`src/rtl/core/boruvka_min_spanning_tree_unit_defines.svh`:
```
// Assertion macros shared by the minimum spanning tree unit.
// Included by the RTL files that carry concurrent checks; needs no package.
`ifndef BORUVKA_MIN_SPANNING_TREE_UNIT_DEFINES_SVH
`define BORUVKA_MIN_SPANNING_TREE_UNIT_DEFINES_SVH
`ifndef SYNTHESIS
`define BMST_ASSERT_IMP(label, clk, rst_n, ante, cons, msg) \
    label: assert property (@(posedge clk) disable iff (!rst_n) (ante) |-> (cons)) \
        else $error(msg);
`define BMST_ASSERT_NXT(label, clk, rst_n, ante, cons, msg) \
    label: assert property (@(posedge clk) disable iff (!rst_n) (ante) |=> (cons)) \
        else $error(msg);
`else
`define BMST_ASSERT_IMP(label, clk, rst_n, ante, cons, msg)
`define BMST_ASSERT_NXT(label, clk, rst_n, ante, cons, msg)
`endif
`endif

```
`src/rtl/core/bmst_pkg.sv`:
```
// Shared types and constants of the minimum spanning tree unit.
// Used by the controller, the datapath and the top level; depends on nothing.
`default_nettype none
package bmst_pkg;

    localparam int VW  = 6;   // vertex index width
    localparam int WW  = 32;  // edge weight width
    localparam int NW  = 7;   // vertex count width
    localparam int SZW = 7;   // component size width

    typedef enum logic [4:0] {
        ST_LOAD,
        ST_INIT,
        ST_ROUND,
        ST_SC_EDGE,
        ST_SC_LBL,
        ST_SC_CH,
        ST_SC_UA,
        ST_SC_UB,
        ST_MG_CHK,
        ST_MG_EDGE,
        ST_MG_LBL,
        ST_MG_SIZE,
        ST_MG_MERGE,
        ST_RL_RD,
        ST_RL_WR,
        ST_FLUSH
    } state_t;

    typedef struct packed {
        logic load;
        logic vcnt_clr;
        logic init_step;
        logic init_done;
        logic round_start;
        logic edge_rd_scan;
        logic edge_rd_merge;
        logic lbl_rd;
        logic ch_rd_scan;
        logic ch_rd_merge;
        logic upd_a;
        logic upd_b;
        logic eidx_inc;
        logic vcnt_inc;
        logic size_rd;
        logic merge;
        logic rl_rd;
        logic rl_wr;
        logic push_final;
        logic push_empty;
        logic run_end;
    } cmd_t;

    typedef struct packed {
        logic eidx_end;
        logic vcnt_end;
        logic edge_ok;
        logic same_root;
        logic ch_valid;
        logic more_rounds;
        logic pend_valid;
        logic out_free;
        logic rl_end;
    } sts_t;

endpackage
`default_nettype wire

```
`src/rtl/core/bmst_ctrl.sv`:
```
// Sequencer of the minimum spanning tree unit: loading, rounds, merges, relabeling.
// Depends on bmst_pkg for the state, command and status types.
`default_nettype none
module bmst_ctrl (
    input  wire logic          clk,
    input  wire logic          rst_n,
    input  wire logic          s_tvalid,
    output logic               s_tready,
    input  wire logic          s_tlast,
    input  wire bmst_pkg::sts_t sts,
    output bmst_pkg::cmd_t     cmd
);
    import bmst_pkg::*;

    state_t state_reg;
    state_t state_next;
    logic   accept;

    assign accept = s_tvalid && (state_reg == ST_LOAD);

    always_ff @(posedge clk or negedge rst_n)
    begin
        if (!rst_n)
        begin
            state_reg <= ST_LOAD;
        end
        else
        begin
            state_reg <= state_next;
        end
    end

    always_comb
    begin
        state_next = state_reg;
        case (state_reg)
            ST_LOAD:
            begin
                if (accept && s_tlast)
                begin
                    state_next = ST_INIT;
                end
            end
            ST_INIT:
            begin
                if (sts.vcnt_end)
                begin
                    state_next = ST_ROUND;
                end
            end
            ST_ROUND:
            begin
                state_next = sts.more_rounds ? ST_SC_EDGE : ST_FLUSH;
            end
            ST_SC_EDGE:
            begin
                state_next = sts.eidx_end ? ST_MG_CHK : ST_SC_LBL;
            end
            ST_SC_LBL:
            begin
                state_next = sts.edge_ok ? ST_SC_CH : ST_SC_EDGE;
            end
            ST_SC_CH:
            begin
                state_next = sts.same_root ? ST_SC_EDGE : ST_SC_UA;
            end
            ST_SC_UA:
            begin
                state_next = ST_SC_UB;
            end
            ST_SC_UB:
            begin
                state_next = ST_SC_EDGE;
            end
            ST_MG_CHK:
            begin
                if (sts.vcnt_end)
                begin
                    state_next = ST_ROUND;
                end
                else if (sts.ch_valid)
                begin
                    state_next = ST_MG_EDGE;
                end
            end
            ST_MG_EDGE:
            begin
                state_next = ST_MG_LBL;
            end
            ST_MG_LBL:
            begin
                state_next = ST_MG_SIZE;
            end
            ST_MG_SIZE:
            begin
                state_next = sts.same_root ? ST_MG_CHK : ST_MG_MERGE;
            end
            ST_MG_MERGE:
            begin
                if (!sts.pend_valid || sts.out_free)
                begin
                    state_next = ST_RL_RD;
                end
            end
            ST_RL_RD:
            begin
                state_next = sts.rl_end ? ST_MG_CHK : ST_RL_WR;
            end
            ST_RL_WR:
            begin
                state_next = ST_RL_RD;
            end
            ST_FLUSH:
            begin
                if (sts.out_free)
                begin
                    state_next = ST_LOAD;
                end
            end
            default:
            begin
                state_next = ST_LOAD;
            end
        endcase
    end

    always_comb
    begin
        cmd      = '0;
        s_tready = 1'b0;
        case (state_reg)
            ST_LOAD:
            begin
                s_tready     = 1'b1;
                cmd.load     = accept;
                cmd.vcnt_clr = accept && s_tlast;
            end
            ST_INIT:
            begin
                cmd.init_step = !sts.vcnt_end;
                cmd.init_done = sts.vcnt_end;
            end
            ST_ROUND:
            begin
                cmd.round_start = sts.more_rounds;
            end
            ST_SC_EDGE:
            begin
                cmd.edge_rd_scan = !sts.eidx_end;
                cmd.vcnt_clr     = sts.eidx_end;
            end
            ST_SC_LBL:
            begin
                cmd.lbl_rd   = sts.edge_ok;
                cmd.eidx_inc = !sts.edge_ok;
            end
            ST_SC_CH:
            begin
                cmd.ch_rd_scan = !sts.same_root;
                cmd.eidx_inc   = sts.same_root;
            end
            ST_SC_UA:
            begin
                cmd.upd_a = 1'b1;
            end
            ST_SC_UB:
            begin
                cmd.upd_b    = 1'b1;
                cmd.eidx_inc = 1'b1;
            end
            ST_MG_CHK:
            begin
                cmd.ch_rd_merge = !sts.vcnt_end && sts.ch_valid;
                cmd.vcnt_inc    = !sts.vcnt_end && !sts.ch_valid;
            end
            ST_MG_EDGE:
            begin
                cmd.edge_rd_merge = 1'b1;
            end
            ST_MG_LBL:
            begin
                cmd.lbl_rd = 1'b1;
            end
            ST_MG_SIZE:
            begin
                cmd.size_rd  = !sts.same_root;
                cmd.vcnt_inc = sts.same_root;
            end
            ST_MG_MERGE:
            begin
                cmd.merge = !sts.pend_valid || sts.out_free;
            end
            ST_RL_RD:
            begin
                cmd.rl_rd    = !sts.rl_end;
                cmd.vcnt_inc = sts.rl_end;
            end
            ST_RL_WR:
            begin
                cmd.rl_wr = 1'b1;
            end
            ST_FLUSH:
            begin
                cmd.push_final = sts.out_free && sts.pend_valid;
                cmd.push_empty = sts.out_free && !sts.pend_valid;
                cmd.run_end    = sts.out_free;
            end
            default:
            begin
                cmd = '0;
            end
        endcase
    end

endmodule
`default_nettype wire

```
`config.mk`:
```
export PLATFORM = sky130hd
export DESIGN_NAME = bmst_ctrl
export DESIGN_NICKNAME = d
export VERILOG_FILES = /design/src/rtl/core/boruvka_min_spanning_tree_unit_defines.svh /design/src/rtl/core/bmst_pkg.sv /design/src/rtl/core/bmst_ctrl.sv
export SDC_FILE = /design/constraint.sdc
export NUM_CORES = 1
export LEC_CHECK = 0
export BUFFER_PORTS_ARGS = -buffer_cell sky130_fd_sc_hd__buf_4
export CAP_MARGIN = 20
export CORE_MARGIN = 1
export CORE_UTILIZATION = 40
export DETAILED_ROUTE_END_ITERATION = 6
export HOLD_SLACK_MARGIN = 0.05
export PLACE_DENSITY = 0.75
export SKIP_LAST_GASP = 1
export SLEW_MARGIN = 25
export SYNTH_ARGS = -nofsm -noshare
export SYNTH_HDL_FRONTEND = slang
export SYNTH_SLANG_ARGS = --single-unit
```
`constraint.sdc`:
```
create_clock -name clk -period 1.5 [get_ports clk]
set_input_delay 0.225 -clock clk [delete_from_list [all_inputs] [get_ports clk]]
set_output_delay 0.225 -clock clk [all_outputs]
set_load 0.02 [all_outputs]
```
==> impl_metrics.yaml, run 1 <==
synth:
  yosysTopAreaCellShare: 0.145
  synthTopCellsByCount: "12 x nor2_1, 8 x nand2_1, 7 x nand2b_1"
  ys_top_cells_by_area: "dfrtp_1 15%, nor2_1 6.5%, nand2b_1 6.4%, buf_6 4.9%, nand2_1 4.4%"
  syn_inst: 96
  syn-cell-area_um2: 688
  synth-seq-cells: 4
  syn_area_per_cell_um2: 7.17
  synth-main-ff-cell: "dfrtp_1"
  synthArstFlopShare: 1.00
  synth_seq_area_share: 0.145
  ys_types: 41
  synth_edf_count: 0
  synth_top_area_cell: "dfrtp_1"
  synth_nets: 109
  synth.yosys.warnings: 0
  synth_most_common_cell: "nor2_1"
timing:
  grt-worst-endpoint: "cmd[20]"
  worst-ep-kind: "top-level output"
floorplan:
  row_count: 14
  die_height_um: 43.5
  num_io_pins: 35
  start_util: 0.441
  die_x_um: 43.5
clock_network:
  clockRootBuffer: "clkbuf_4"
  htreeDepth: 1
  cts_max_path_buffers: 2
  cts_inserted_buffers: 3
  clock-sinks: 4
placement:
  placed_cell_area_um2: 1190
  place.gp.congestion: 0.905
  dp_hpwl_mm: 1.97
  io_buffers: 34
  place_ws_ns: -0.117
run_status:
  status: "aborted with a tool error"
  error: "[ERROR DPL-0038] Utilization greater than 100%, impossible to legalize"
  haltStage: "global routing"
global_route:
  grt_max_degree: 9
-- cells by family after synthesis --
| group | count (synthesis) | share of synthesized area |
|---|---|---|
| AND/OR/NAND/NOR | 56 | 0.476 |
| AO/OA/AOI/OAI | 23 | 0.245 |
| buffers and inverters | 12 | 0.111 |
| flip-flops | 4 | 0.145 |
| multiplexers | 1 | 0.0218 |
-- repair_timing --
item	4_1_cts
setup endpoints to repair	25
pin swaps	7
buffers inserted	10
hold buffers	1
hold endpoints to repair	4
gates resized for setup	33
-- metrics by stage --
| step | hold WS [ns] | utilization | cells |
|---|---|---|---|
| 2_1_floorplan | -0.0706 | - | 96 |
| 3_3_place_gp | 0.0218 | 0.765 | 169 |
| 3_5_place_dp | 0.0221 | 0.765 | 169 |
| 4_1_cts | 0.320 | 0.920 | 183 |
==> run 2, diff against run 1 <==
CORE_AREA = 2 2 63 65   (was default)
CORE_MARGIN = default   (was 1)
CORE_UTILIZATION = default   (was 40)
DIE_AREA = 0 0 65 67   (was default)
HOLD_SLACK_MARGIN = default   (was 0.05)
PLACE_DENSITY = default   (was 0.75)
PLACE_DENSITY_LB_ADDON = 0.15   (was default)
clock period = 2 ns   (was 1.5 ns; I/O delays follow)
==> run 2 against run 1 <==
Net effect:
- the run now ends clean
- synthesized cell count unchanged
- area after synthesis did not move
==> impl_metrics.yaml, run 2 <==
drt:
  vias: 856
  wl_per_cell_um: 13.3
  drc: 0
  drt_first_pass_iters: 4
  drt_iter0_markers: 7
  via_per_inst: 4.68
  routed_wl_mm: 2.43
  postRouteAntennaNets: 0
clock_network:
  cts_inserted_buffers: 3
  cts_max_path_buffers: 2
  cts_tree: "built"
  post-cts-setup-buffers: 0
  clk-insertion-delay-late_ns: 0.21
  clk_pin_slew_ns: 0.03
  clock-sinks: 4
  clockRootBuffer: "clkbuf_8"
  htreeDepth: 1
synth:
  synth_top_area_cell: "dfrtp_1"
  synth_edf_count: 0
  synth_seq_area_share: 0.145
  synth.yosys.warnings: 0
  syn-cell-area_um2: 688
  synthArstFlopShare: 1.00
  synthTopCellsByCount: "12 x nor2_1, 8 x nand2_1, 7 x nand2b_1"
  yosysTopAreaCellShare: 0.145
  ys_top_cells_by_area: "dfrtp_1 15%, nor2_1 6.5%, nand2b_1 6.4%, buf_6 4.9%, nand2_1 4.4%"
  synth-main-ff-cell: "dfrtp_1"
  synth_nets: 109
  synth_most_common_cell: "nor2_1"
  syn_inst: 96
  synth-seq-cells: 4
  ys_types: 41
  syn_area_per_cell_um2: 7.17
floorplan:
  row_count: 22
  start_util: 0.191
  die_x_um: 65
  core_area_um2: 3610
  die_area_um2: 4360
  die_height_um: 67
  num_io_pins: 35
timing:
  finalSetupTns_ns: 0
  setup_viol: 0
  hold_viol_final: 0
  fin_ws_ns: 0.0857
  period_needed_ns: 1.91
  relSlewSlack: 0.732
  slew_violations: 0
  rsz0062_at_grt: "yes"
  clock-skew-final_ns: 0.0000434
  worst_pin_slew_ns: 0.401
  min_period_over_period: 0.957
  fmax_mhz: 522
pwr:
  p_leak_nw: 0.490
  ir_drop_v: 0.000470
  p_total_mw: 1.56
  power.density_nw_per_um2: 1460
worst_setup_path:
  cp-end-kind: "output port"
  cp.required_ns: 1.70
  rr_worst_depth: 5
  worst-setup-path-type: "reg -> out"
  worst-endpoint-arrival_ns: 1.61
  start_kind: "flop"
  cp_max_fo: 9
layout:
  drive_gt1_frac: 0.407
  mostFrequentLayoutCells: "44 x buf_4, 12 x nor2_1, 8 x nand2_1, 7 x nand2b_1"
  mostFrequentLayoutCell: "buf_4"
  fill_cells: 404
  area_growth_pct: 55.1
  largest_register_ffs: 4
  nets: 150
  antenna_cells: 0
global_route:
  grt_usage: 0.110
  antenna_found_initial: 0
  grt_max_degree: 15
  overflow: 0
  grt_pass1_wl_mm: 3.75
  grt_pass1_vias: 822
placement:
  io_buffers: 34
  place.gp.congestion: 0.762
  dp_hpwl_mm: 1.96
  place_ws_ns: 0.266
worst_hold_path:
  hp-class: "in -> async"
flow_run:
  drv_cap: 0
run_status:
  status: "finished clean"
==> run 2: final timing paths <==
path	start	endpoint	slack [ns]
hold reg to reg	state_reg[3]	state_reg[3]	0.67
min in group clk	sts[0]	state_reg[1]	0.47
setup / recovery	state_reg[1]	cmd[12]	0.09
hold / removal	rst_n	state_reg[0]	0.43
setup reg to reg	state_reg[1]	state_reg[2]	0.27
max in group asynchronous	rst_n	state_reg[3]	1.46
==> run 2: kinds of logic (layout without fill, tap and decap cells) <==
family | count (synthesis) | in the layout | synth area share
AOI/OAI and AO/OA | 23 | 23 | 0.245
buffers and inverters | 12 | 51 | 0.111
DFF | 4 | 4 | 0.145
muxes | 1 | 1 | 0.0218
and+or+nand+nor | 56 | 56 | 0.476
==> run 2: power breakdown <==
part	internal (mW)	leakage (nW)	switching [mW]	total (mW)
clock network	0.128	0.0216	0.0399	0.168
registers	0.131	0.0456	0.124	0.255
logic	0.522	0.422	0.618	1.14
total	0.781	0.490	0.782	1.56
==> run 2: timing repair <==
action	in CTS	in global routing
hold buffers	1	0
setup endpoints to repair	0	4
hold endpoints to repair	4	0
resized for setup	0	2
==> run 2: stage by stage <==
step | util | cell area, µm² | cells | hold WS [ns]
4_1_cts | 0.295 | 1060 | 183 | 0.424
3_5_place_dp | 0.281 | 1010 | 179 | 0.0982
3_3_place_gp | 0.281 | 1010 | 179 | 0.0987
2_1_floorplan | - | 688 | 96 | 0.00441
6_report | 0.296 | 1070 | 183 | 0.427
5_1_grt | 0.296 | 1070 | 183 | 0.426
==> run 2: routing by layer <==
layer	global-route usage	wire length, µm	up-vias
met3	0.0220	66	0
met5	0	0	-
li1	-	-	436
met2	0.183	1180	21
met1	0.147	1190	399
met4	0.0239	0	0
==> run 2: cell type report <==
class | count | area, µm² | share of cell area
timing repair buffer | 45 | 340 | 0.319
multi-input combinational | 80 | 512 | 0.479
tap | 48 | 60.1 | 0.0563
sequential | 4 | 103 | 0.0961
inverter | 3 | 11.3 | 0.0106
clock buffer | 3 | 41.3 | 0.0387
==> run 2: critical path, cell delays in order (launching register included) <==
cell      delay [ns]
dfrtp_1         0.47
nand2b_1        0.30
or3_1           0.39
inv_1           0.09
buf_4           0.14
Power figures use the tool's default switching activity.
==> run 3, diff against run 2 <==
MAX_ROUTING_LAYER = met4   (was default)
==> run 3 against run 2 <==
Net effect:
- power barely moved
- combinational power barely moved
- clock-buffer cell count did not move
- register-to-register slack barely moved
- global-route usage rose by 0.29 points
- final cell count did not move
- sequential share of layout area did not move
- flip-flop and latch count did not move
- highest routed layer unchanged
- critical endpoint unchanged
- die area did not move
- core utilization did not move
- clock skew barely moved
==> impl_metrics.yaml, run 3 (synthesized netlist as in run 2, its figures left out) <==
drt:
  vias: 856
  postRouteAntennaNets: 0
  via_per_inst: 4.68
  top_layer: "met3"
  wl_per_cell_um: 13.3
  drc: 0
  drt_first_pass_iters: 4
  route.met3.wl_um: 73
  routed_wl_mm: 2.43
  met1_length_mm: 1.18
  drt_iter0_markers: 7
  wl_met2_mm: 1.17
clock_network:
  cts_max_path_buffers: 2
  clk_pin_slew_ns: 0.03
  clockRootBuffer: "clkbuf_8"
  cts_inserted_buffers: 3
  post-cts-setup-buffers: 0
  cts_tree: "built"
  clock-sinks: 4
  clk-insertion-delay-late_ns: 0.21
  htreeDepth: 1
placement:
  placed_cell_area_um2: 1010
  dp_hpwl_mm: 1.96
  io_buffers: 34
  place.gp.congestion: 0.772
floorplan:
  start_util: 0.191
  die_x_um: 65
  num_io_pins: 35
  row_count: 22
  core_area_um2: 3610
  die_area_um2: 4360
  die_height_um: 67
layout:
  area_growth_pct: 55.1
  multi_input_area_um2: 512
  drive_gt1_frac: 0.407
  nets: 150
  fill_cells: 404
  design_area_um2: 1070
  antenna_cells: 0
  regArea_um2: 103
  mostFrequentLayoutCells: "44 x buf_4, 12 x nor2_1, 8 x nand2_1, 7 x nand2b_1"
  largest_register_ffs: 4
  mostFrequentLayoutCell: "buf_4"
timing:
  clock-skew-final_ns: 0.000100
  rsz0062_at_grt: "yes"
  relSlewSlack: 0.732
  hold_ws_ns: 0.427
  setup_viol: 0
  worst_pin_slew_ns: 0.401
  slew_violations: 0
  min_period_over_period: 0.957
  hold_viol_final: 0
  fmax_mhz: 522
  period_needed_ns: 1.91
worst_setup_path:
  cp-end-kind: "output port"
  max_stage_delay_ns: 0.47
  regToRegSetupSlack_ns: 0.27
  slowest_stage: "dfrtp_1"
  cp.required_ns: 1.70
  r2r_start: "state_reg[1]"
  start_kind: "flop"
  worst-setup-path-type: "reg -> out"
  worst-endpoint-arrival_ns: 1.61
  cp_max_fo: 9
  crit_chain: "nand2b_1 -> or3_1 -> inv_1 -> buf_4"
  rr_worst_depth: 5
  r2r-end: "state_reg[2]"
global_route:
  grt_usage: 0.113
  grt_pass1_wl_mm: 3.75
  overflow: 0
  antenna_found_initial: 0
  grt_max_degree: 15
  grt_pass1_vias: 823
pwr:
  power.density_nw_per_um2: 1460
  ir_drop_v: 0.000470
  p_leak_nw: 0.490
run_status:
  status: "finished clean"
flow_run:
  drv_cap: 0
worst_hold_path:
  hp-class: "in -> async"
==> run 3: cell counts in the layout (fill, tap and decap cells not counted) <==
Identical to the previous run, type by type.
==> run 3: cell type report <==
| cell class | count | area share |
|---|---|---|
| Clock buffer | 3 | 0.0387 |
| Inverter | 3 | 0.0106 |
| Multi-Input combinational cell | 80 | 0.479 |
| Sequential cell | 4 | 0.0961 |
| Tap cell | 48 | 0.0563 |
| Timing Repair Buffer | 45 | 0.319 |
==> run 3: power by group <==
part	switching [mW]	internal, mW
logic	0.618	0.522
clock network	0.0398	0.128
registers	0.124	0.131
==> run 3: worst max-delay path by stage <==
stage | startpoint | cells after the start | to
final | state_reg[1] | 4 | cmd[12]
after global routing | state_reg[0] | 4 | cmd[7]
after CTS | state_reg[0] | 4 | cmd[12]
after detailed placement | state_reg[1] | 5 | state_reg[2]
after global placement | state_reg[1] | 5 | state_reg[2]
after floorplan | state_reg[3] | 4 | cmd[5]
==> run 3: metal layers <==
metal,vias up,track usage
li1,436,-
met1,397,0.148
met2,23,0.183
met3,0,0.0203
met4,0,0.0239
met5,-,-
==> run 3: through the flow <==
stage / setup WS, ns / utilization / power (mW) / instances / TNS [ns]
2_1_floorplan: 0.129 / - / 1.03 / 96 / 0
3_3_place_gp: 0.229 / 0.281 / 1.40 / 179 / 0
3_5_place_dp: 0.266 / 0.281 / 1.40 / 179 / 0
4_1_cts: 0.0362 / 0.295 / 1.57 / 183 / 0
5_1_grt: -0.00658 / 0.296 / 1.69 / 183 / -0.00658
6_report: 0.0858 / 0.296 / 1.56 / 183 / 0
==> run 3: repair_timing <==
action / 4_1_cts / 5_1_grt
hold buffers: 1 / 0
endpoints found under the hold margin: 4 / 0
gates resized for setup: 0 / 2
endpoints found under the setup margin: 0 / 4
==> run 3: critical path: cells and delay by family (launching register included) <==
| family | cells | cell delay [ns] |
|---|---|---|
| buffers and inverters | 2 | 0.23 |
| flip-flops | 1 | 0.47 |
| AND/OR/NAND/NOR | 2 | 0.69 |
